==> config.mk <==
export PLATFORM = sky130hd
export DESIGN_NAME = bhist_scan
export DESIGN_NICKNAME = d
export VERILOG_FILES = /design/src/hdl/byte_histogram_core_assert.svh /design/src/hdl/bhist_pkg.sv /design/src/hdl/bhist_scan.sv
export SDC_FILE = /design/constraint.sdc
export NUM_CORES = 1
export LEC_CHECK = 0
export BUFFER_PORTS_ARGS = -buffer_cell sky130_fd_sc_hd__buf_2
export CAP_MARGIN = 20
export CORE_ASPECT_RATIO = 1.75
export CORE_MARGIN = 4
export CORE_UTILIZATION = 27
export DETAILED_ROUTE_END_ITERATION = 8
export PLACE_DENSITY = 0.44
export SYNTH_ARGS = -nofsm -noshare
export SYNTH_HDL_FRONTEND = slang
export SYNTH_SLANG_ARGS = --single-unit
export TNS_END_PERCENT = 30
==> constraint.sdc <==
create_clock -name clk -period 4.6 [get_ports clk]
set_input_delay 0.92 -clock clk [delete_from_list [all_inputs] [get_ports clk]]
set_output_delay 0.92 -clock clk [all_outputs]
set_load 0.05 [all_outputs]
==> src/hdl/byte_histogram_core_assert.svh <==
// Assertion macros for the byte histogram core.
`ifndef BYTE_HISTOGRAM_CORE_ASSERT_SVH
`define BYTE_HISTOGRAM_CORE_ASSERT_SVH
`ifndef ASSERT_OFF
`define BHC_ASSERT(lbl, clk, rst, prop) \
  lbl: assert property (@(posedge clk) disable iff (rst) prop) \
    else $error("byte_histogram_core: assertion failed");
`define BHC_ASSERT_IMP(lbl, clk, rst, ante, cons) \
  lbl: assert property (@(posedge clk) disable iff (rst) (ante) |-> (cons)) \
    else $error("byte_histogram_core: implication failed");
`else
`define BHC_ASSERT(lbl, clk, rst, prop)
`define BHC_ASSERT_IMP(lbl, clk, rst, ante, cons)
`endif
`endif

==> src/hdl/bhist_pkg.sv <==
// Types and constants shared by the byte histogram core modules.
`default_nettype none
package bhist_pkg;

  localparam int NUM_BINS    = 256;
  localparam int BIN_W       = 8;
  localparam int POS_W       = 9;
  localparam int GRP_W       = 4;
  localparam int LANE_W      = 4;
  localparam int NUM_GRPS    = 16;
  localparam int LANES       = 16;
  localparam int COUNT_OUT_W = 32;

  localparam logic OP_COUNT = 1'b0;
  localparam logic OP_DRAIN = 1'b1;

  typedef enum logic [2:0] {
    ST_IDLE,
    ST_COUNT,
    ST_FIND,
    ST_PICK,
    ST_READ
  } bhist_state_t;

  typedef struct packed {
    logic             opcode;
    logic [BIN_W-1:0] byte_value;
  } bhist_in_t;

  typedef struct packed {
    logic [BIN_W-1:0]       bin;
    logic [COUNT_OUT_W-1:0] count;
    logic                   found;
    logic                   last;
  } bhist_out_t;

  typedef struct packed {
    logic             set_flag;
    logic             clr_flag;
    logic [BIN_W-1:0] bin;
  } bhist_flag_cmd_t;

  typedef struct packed {
    logic             grp_valid;
    logic [GRP_W-1:0] grp;
    logic             hit_valid;
    logic [BIN_W-1:0] hit_bin;
    logic             bin_flag;
  } bhist_scan_stat_t;

endpackage
`default_nettype wire

==> src/hdl/bhist_scan.sv <==
// Nonzero-bin bitmap with two-level search for the next occupied bin.
`default_nettype none
module bhist_scan (
  input  logic                          clk,
  input  logic                          rst,
  input  bhist_pkg::bhist_flag_cmd_t    cmd,
  input  logic [bhist_pkg::POS_W-1:0]   scan_pos,
  input  logic [bhist_pkg::GRP_W-1:0]   grp_sel,
  output bhist_pkg::bhist_scan_stat_t   stat
);
  import bhist_pkg::*;

  logic [NUM_BINS-1:0] flags;
  logic [NUM_GRPS-1:0] grp_any;
  logic [NUM_GRPS-1:0] grp_cand;
  logic [LANES-1:0]    lo_mask;
  logic [LANES-1:0]    pick_bits;
  logic [GRP_W-1:0]    pos_grp;
  logic [LANE_W-1:0]   pos_lane;

  always_ff @(posedge clk) begin
    if (rst) begin
      flags <= '0;
    end else begin
      if (cmd.set_flag) begin
        flags[cmd.bin] <= 1'b1;
      end
      if (cmd.clr_flag) begin
        flags[cmd.bin] <= 1'b0;
      end
    end
  end

  assign pos_grp  = scan_pos[BIN_W-1:LANE_W];
  assign pos_lane = scan_pos[LANE_W-1:0];

  always_comb begin
    for (int j = 0; j < LANES; j++) begin
      lo_mask[j] = (LANE_W'(j) >= pos_lane);
    end
    for (int g = 0; g < NUM_GRPS; g++) begin
      grp_any[g]  = |flags[g*LANES +: LANES];
      grp_cand[g] = !scan_pos[POS_W-1] &&
                    (((GRP_W'(g) > pos_grp) && grp_any[g]) ||
                     ((GRP_W'(g) == pos_grp) && |(flags[g*LANES +: LANES] & lo_mask)));
    end

    stat.grp_valid = |grp_cand;
    stat.grp       = '0;
    for (int g = NUM_GRPS - 1; g >= 0; g--) begin
      if (grp_cand[g]) begin
        stat.grp = GRP_W'(g);
      end
    end

    pick_bits = flags[grp_sel*LANES +: LANES];
    if (grp_sel == pos_grp) begin
      pick_bits = pick_bits & lo_mask;
    end
    stat.hit_valid = |pick_bits;
    stat.hit_bin   = {grp_sel, {LANE_W{1'b0}}};
    for (int j = LANES - 1; j >= 0; j--) begin
      if (pick_bits[j]) begin
        stat.hit_bin = {grp_sel, LANE_W'(j)};
      end
    end
    stat.bin_flag = flags[cmd.bin];
  end

endmodule
`default_nettype wire

After elaboration in Yosys (flattened, before gate mapping)
Cells that the tools add are included.
Widths: inputs -> output; s select.
{ "word_totals": {"reg_bits": 256, "input_bits": 25, "output_inout_bits": 15, "wordCells": 213} }
{ "classes": {"magnitude_cmp": 34, "eq_ne": 16, "n_shift": 1, "mux": 40, "n_bitwise": 20, "reduce_logical": 101} }
{ "ops": {"columns": ["operator", "n"], "rows": [
  ["$mux 256", 3],
  ["$reduce_or 16->1", 34],
  ["$and 16x16->16", 17],
  ["$and 256x256->256", 1],
  ["$not 256->256", 1],
  ["$or 256x256->256", 1],
  ["$shiftx 256x9->16", 1],
  ["$mux 4", 32],
  ["$logic_and 1x1->1", 49],
  ["$eq 4x4->1 const A", 8],
  ["$ge 4x4->1 const A", 8],
  ["$gt 4x4->1 const A", 8],
  ["$eq 3x4->1 const A", 4],
  ["$ge 3x4->1 const A", 4],
  ["$gt 3x4->1 const A", 4],
  ["$logic_or 1x1->1", 16],
  ["$mux 16", 1],
  ["$lt 8x9->1 const B", 1],
  ["$bmux 1 s8", 1],
  ["$demux 1 s8", 1],
  ["$eq 2x4->1 const A", 2],
  ["$ge 1x4->1 const A", 2],
  ["$ge 2x4->1 const A", 2],
  ["$ge 8x1->1 const B", 1],
  ["7 further kinds", 10]
]} }

Longest topological paths before layout
Gate-level depths: netlist of the first run.
{ "logic_depth": {"depth_word": 22, "ltp_mapped": 11, "mapped_depth_nobuf": 8} }

Worst setup path before layout of the first run
No wires, ideal clock.
{ "synth_path": {"kind": "input to output", "startpoint": "in grp_sel[0] (netlist name)", "endpoint": "out stat[3] (netlist name)", "arrival_time_ps": 3783, "t_required_ps": 3680, "setup_slack_ps": -103, "cell_stages": 9, "path_buffers": 3, "path_cell_list": "buf_4 > buf_4 > buf_4 > mux4_2 > mux2i_1 > a211oi_1 > nor2_1 > nand3_1 > a311oi_1"} }
{ "synth_rtl": {"columns": ["element", "line_no", "source"], "rows": [
  ["start: declaration", "bhist_scan.sv:8", "input logic [bhist_pkg::GRP_W-1:0] grp_sel,"],
  ["end: declaration", "bhist_scan.sv:9", "output bhist_pkg::bhist_scan_stat_t stat"]
]} }

==> results of run 1 <==
routing by layer:
| metal | track usage | share of wire | vias to the layer above |
|---|---|---|---|
| met1 | 0.307 | 0.35 | 8599 |
| met3 | 0.0394 | 0.065 | 325 |
| met4 | 0.191 | 0.087 | 0 |
| li1 | - | - | 7253 |
| met2 | 0.493 | 0.50 | 984 |
| met5 | 0 | 0 | - |
cell usage after synthesis (5+ instances only):
cell | count | area, um2
nor3_1 | 33 | 165
buf_1 | 6 | 22.5
nand3_1 | 25 | 125
nand3b_1 | 8 | 60.1
o22ai_1 | 7 | 43.8
o221ai_1 | 6 | 52.6
a221oi_1 | 19 | 166
dfxtp_1 | 256 | 5120
and3_1 | 6 | 37.5
o31ai_1 | 6 | 45.0
nand4_1 | 12 | 75.1
buf_2 | 32 | 160
nand2b_1 | 15 | 93.8
nor4_1 | 37 | 231
a22oi_1 | 13 | 97.6
o22a_1 | 7 | 61.3
or3_1 | 6 | 37.5
mux4_2 | 150 | 3380
a21boi_0 | 5 | 37.5
or4_1 | 8 | 60.1
nor2_1 | 94 | 353
o211ai_1 | 5 | 37.5
mux2i_1 | 14 | 140
or2_2 | 8 | 50.1
a211oi_1 | 281 | 2110
clkbuf_1 | 128 | 480
a31oi_1 | 16 | 100
buf_4 | 16 | 120
a21oi_1 | 309 | 1550
o21bai_1 | 5 | 37.5
nor2b_1 | 26 | 163
a211o_1 | 6 | 52.6
nand2_1 | 48 | 180
o21ai_0 | 50 | 250
a21o_1 | 6 | 45.0
inv_1 | 5 | 18.8
buf_6 | 12 | 135
cell type report:
| cell class | instances | area [um2] |
|---|---|---|
| fill | 6253 | 41600 |
| multi-input combinational | 1307 | 10700 |
| sequential | 256 | 5120 |
| timing repair buffer | 214 | 1800 |
| tap | 793 | 992 |
| clock buffer | 32 | 702 |
| clock inverter | 12 | 148 |
| inverter | 8 | 30.0 |
| antenna | 1 | 2.50 |
how the worst min path moves through the flow:
stage                     from         end  cells past startpoint
floorplan           flags[215]  flags[215]                      2
global placement    flags[205]  flags[205]                      2
detailed placement  flags[205]  flags[205]                      2
CTS                 flags[205]  flags[205]                      2
global route        flags[205]  flags[205]                      2
finish              flags[205]  flags[205]                      2
logic make-up after synthesis:
logic type	Yosys count
flops	256
buf+inv	202
fa+ha+maj	4
simple gates	347
compound gates	785
mux	167
xor+xnor	4
cell usage in the layout (no fill, tap or decap), drive strengths merged, types with 6 or more instances in the layout:
cell    instances
a21o            6
o22a            7
a211o           6
nand3          27
or2             9
or3             6
nor2           96
dfxtp         256
nor3           33
a221oi         19
buf           209
nand2b         15
nand3b          8
a21oi         310
o22ai           7
o31ai           6
a211oi        281
nor4           38
o21ai          53
o221ai          6
a31oi          16
nor2b          26
or4             8
clkbuf         37
a22oi          13
nand2          49
mux4          150
nand4          12
mux2i          14
inv            10
and3            6
through the flow:
stage / worst slack, ns / area, um2
2_1_floorplan: -0.0477 / 16600
3_3_place_gp: -0.140 / 18600
3_5_place_dp: -0.154 / 18600
4_1_cts: 0.0306 / 19400
5_1_grt: -0.0139 / 19500
6_report: 0.0631 / 19500
repair_timing:
item,in CTS,in global routing
resized for setup,5,15
gates cloned,0,0
pin swaps,0,4
endpoints found under the setup margin,4,6
report_power, final:
group,switching (mW),internal [mW],total [mW]
logic,0.526,0.247,0.773
registers,0.0120,2.22,2.23
clock network,0.948,1.25,2.20
total,1.49,3.71,5.20
tightest hold or removal path, stage by stage, from the launching register on:
cell and delay, ns:
dfxtp_1 0.31, a21oi_1 0.11, a211oi_1 0.05
==> impl_metrics.json, run 1 <==
{
  "holdWs_ns": 0.524,
  "finish.utilization": 0.319,
  "irDropWorstVdd_mv": 0.348,
  "largest-register": "flags",
  "largestRegisters": "flags: 256 flops",
  "post_synth_fa_ha_maj_area_fraction": 0.00241,
  "cp.buffers_inverters": 4,
  "timing_hold_violations_final": 0,
  "cts_tree": "built",
  "hold_buffers": 0,
  "critPathMaxStageDelay_ns": 0.51,
  "ordered_cell_list_for_the_critical_path": "buf_4 -> buf_12 -> mux4_2 -> mux4_2 -> a31oi_1 -> o21ai_0 -> a211oi_1 -> buf_4 -> a21oi_1 -> buf_2",
  "worstSetupEndpoint": "stat[0]",
  "cts_root_buffer": "clkbuf_16",
  "yosys_register_bits": 256,
  "run_status": "completed",
  "fin_crit_sh": 0.986,
  "detail_route.iter0.violations": 1688,
  "path_depth": 10,
  "wirelength_um": 94700,
  "end_kind": "primary output",
  "totalPowerFinal_mw": 5.20,
  "final.setup.tns_ns": 0,
  "setup_viol_count_final": 0,
  "timing.final.max_slew_violations": 0,
  "worst_clk_skew_ns": 0,
  "clock_tree.buffer_depth": 3,
  "initial_antenna_violation_count": 1,
  "cts_buffers": 25,
  "yosys.area_share.xor_xnor": 0.00211,
  "power_density_nw_per_um2": 267,
  "detailroute.via_count": 17200,
  "core_area_um2": 61100,
  "first_global_vias": 16700,
  "largest_register_ffs": 256,
  "ys.warnings.count": 0,
  "floorplan.die_area_um2": 65700,
  "routedWlPerCell_um": 36.1,
  "floorplan.io_pins": 40,
  "max-cap-violations": 0,
  "critical_path.slowest_cell": "mux4_2",
  "ff2ff_path_depth": 2,
  "synth.net_count": 1790,
  "die_h_um": 336,
  "portBuffers": 39,
  "syn-mean-instance-area_um2": 9.41,
  "postCtsSetupBuffers": 0,
  "setup.worst_path.start_class": "input pin",
  "clk_pin_slew_worst_paths_ns": 0.06,
  "grt_first_pass_wirelength_um": 133000,
  "rr_startpoint": "flags[18]",
  "cts_max_level": 1,
  "class_of_the_tightest_hold_or_removal_check": "register to register",
  "synthCells": 1765,
  "drc": 0,
  "worstPathMaxFanout": 24,
  "drt_first_pass_iters": 5,
  "cell_family_contributing_the_most_delay_on_the_critical_path": "buffers and inverters",
  "cts_num_sinks": 256,
  "gpl.final_weighted_congestion": 1.01,
  "detail-route-antenna-nets": 0,
  "overflow": 0,
  "r2r-end": "flags[18]",
  "yosys-mux-area-fraction": 0.214,
  "ys_dominant_reg_cell": "dfxtp_1",
  "synthesis.area_um2": 16600,
  "synth_top_family_by_area": "compound AO/OA/AOI/OAI gates",
  "fin_crit_ns": 4.54,
  "final_nets": 1837,
  "finalNonFillerCells": 2623,
  "start_util": 0.272,
  "worst_ep_arrival_time_ns": 3.62,
  "asyncSetResetFlopFracSynth": 0,
  "synth-edff-count": 0,
  "grt_util_all_layers": 0.279,
  "worst_skew_pair.late_latency_ns": 0.57,
  "worstSetupPathType": "input pin to primary output",
  "synth.lib_cells_used.distinct": 74,
  "routed_via_density": 6.54,
  "timing.reg2reg.setup_slack_ns": 3.61,
  "fmax_mhz": 220,
  "detailed_place_hpwl_um": 71000,
  "flow.area_growth_from_synthesis_pct": 17.4,
  "yosysSeqAreaShare": 0.309,
  "p_leak_nw": 6.13,
  "final_layout_size_suffix_gt1_frac": 0.251,
  "rsz0062_at_grt": "true",
  "max-slew-margin-rel": 0.276,
  "slew_worst_pin_ns": 1.09,
  "dpl.cell_count": 2578,
  "num_rows": 120,
  "dieWidth_um": 195,
  "cp_data_required_time_ns": 3.68,
  "maximum_number_of_pins_on_one_net_before_global_route_repair": 109,
  "critPathLaunch": "cmd[0]",
  "synth-compound-area-share": 0.307,
  "area_share_of_and_or_nand_nor_cells_after_synthesis": 0.109
}
Power figures use the tool's default switching activity.
==> inputs of run 2 (changes only) <==
clock period = 4.8 ns   (was 4.6 ns; I/O delays follow)
==> run 2 against run 1 <==
Compared with the run above:
- final area decreased by 0.78%
- via count is 1.3% lower
- sequential power is 4% lower
- combinational power shrank 3.8%
- clock skew did not move
- critical path type unchanged
- clock-buffer cell count up 2
==> impl_metrics.json, run 2 (synthesis gave the netlist of run 1 again) <==
{
  "largest_register_ffs": 256,
  "cp_data_required_time_ns": 3.84,
  "postCtsSetupBuffers": 0,
  "floorplan.io_pins": 40,
  "run_status": "completed",
  "flow.area_growth_from_synthesis_pct": 16.5,
  "holdWs_ns": 0.571,
  "final_common_cell": "a21oi_1",
  "worstPathMaxFanout": 10,
  "clk_pin_slew_worst_paths_ns": 0.07,
  "final_layout_size_suffix_gt1_frac": 0.242,
  "portBuffers": 39,
  "floorplan.die_area_um2": 65700,
  "cts_root_buffer": "clkbuf_16",
  "worstSetupPathType": "input pin to primary output",
  "start_util": 0.272,
  "detailroute.via_count": 16900,
  "first_global_vias": 16600,
  "routed_via_density": 6.49,
  "hold_buffers": 0,
  "die_h_um": 336,
  "cts_buffers": 25,
  "setup.worst_path.start_class": "input pin",
  "fmax_mhz": 209,
  "wirelength_um": 95900,
  "gpl.final_weighted_congestion": 0.994,
  "totalPowerFinal_mw": 4.91,
  "end_kind": "primary output",
  "fin_crit_ns": 4.78,
  "drc": 0,
  "fin_crit_sh": 0.996,
  "detail_route.iter0.violations": 1750,
  "drt_first_pass_iters": 5,
  "initial_antenna_violation_count": 5,
  "cts_tree": "built",
  "timing.final.max_slew_violations": 0,
  "largest-register": "flags",
  "timing.reg2reg.setup_slack_ns": 3.81,
  "max-slew-margin-rel": 0.224,
  "worst_ep_arrival_time_ns": 3.82,
  "core_area_um2": 61100,
  "slew_worst_pin_ns": 1.16,
  "detail-route-antenna-nets": 0,
  "setup_viol_count_final": 0,
  "final_nets": 1824,
  "cts_num_sinks": 256,
  "class_of_the_tightest_hold_or_removal_check": "register to register",
  "timing_hold_violations_final": 0,
  "max-cap-violations": 0,
  "worst_skew_pair.late_latency_ns": 0.57,
  "num_rows": 120,
  "commonest_non_fill_non_tap_cells_in_the_layout": "309 x a21oi_1, 281 x a211oi_1, 256 x dfxtp_1",
  "detailed_place_hpwl_um": 72000,
  "dieWidth_um": 195,
  "finalNonFillerCells": 2609,
  "cts_max_level": 1,
  "irDropWorstVdd_mv": 0.225,
  "power_density_nw_per_um2": 254,
  "worst_clk_skew_ns": 0,
  "p_leak_nw": 6.03,
  "clock_tree.buffer_depth": 3,
  "rsz0062_at_grt": "false",
  "grt_util_all_layers": 0.282,
  "final.setup.tns_ns": 0,
  "largestRegisters": "flags: 256 flops",
  "routedWlPerCell_um": 36.8,
  "fillers": 6285,
  "maximum_number_of_pins_on_one_net_before_global_route_repair": 106,
  "dpl.cell_count": 2565,
  "overflow": 0,
  "grt_first_pass_wirelength_um": 134000
}
## run 2: changes by cell type in the layout (fill, tap and decap cells not counted), sizes merged
cell and delta:
buf -12, clkinvlp -1, clkbuf +1, clkinv -1, bufinv -1
## run 2: area by class of cell
type | instances | area, um2 | area share
clock buffer | 34 | 699 | 0.0362
multi-input combinational | 1307 | 10700 | 0.553
antenna | 1 | 2.50 | 0.000129
tap | 793 | 992 | 0.0513
inverter | 8 | 32.5 | 0.00168
clock inverter | 9 | 105 | 0.00544
timing repair buffer | 201 | 1690 | 0.0876
sequential | 256 | 5120 | 0.265
## run 2: report_power, final
group	internal, mW	leakage [nW]	total [mW]	switching (mW)
combinational	0.231	3.57	0.744	0.513
clock	1.13	0.396	2.03	0.904
sequential	2.13	2.06	2.14	0.0116
## run 2: stage by stage
stage | worst slack [ns] | area (um2) | util
6_report | 0.0178 | 19300 | 0.316
5_1_grt | 0.00261 | 19300 | 0.316
4_1_cts | 0.00999 | 19300 | 0.315
3_5_place_dp | -0.0316 | 18500 | 0.302
3_3_place_gp | -0.0454 | 18500 | 0.302
2_1_floorplan | 0.0167 | 16600 | -
## run 2: path summary, 6_finish.rpt
path | to | cells after the start | startpoint
worst max-delay path | stat[10] | 12 | scan_pos[2]
worst min-delay path | flags[119] | 2 | flags[119]
worst max register to register | flags[26] | 2 | flags[26]
worst min register to register | flags[119] | 2 | flags[119]
## run 2: metal layers
metal | share of wire | global-route usage | wire length [um] | vias up
met5 | 0.00065 | 0 | 62 | -
met4 | 0.080 | 0.181 | 7680 | 6
met3 | 0.060 | 0.0374 | 5760 | 314
met2 | 0.51 | 0.505 | 48800 | 962
met1 | 0.35 | 0.311 | 33700 | 8451
li1 | - | - | - | 7197
## run 2: critical path: stages
cell and delay (ns):
clkbuf_4 0.22, buf_12 0.20, nor2_2 0.31, buf_4 0.25
a221oi_1 0.09, o221ai_1 0.23, a211oi_1 0.09, a21oi_1 0.41
nor3_1 0.14, o31a_1 0.32, o311a_4 0.42, buf_12 0.16
## run 2: timing repair
item,in CTS,in global routing
cloned,0,0
gates resized for setup,2,13
setup endpoints to repair,3,5
pin swaps,0,2
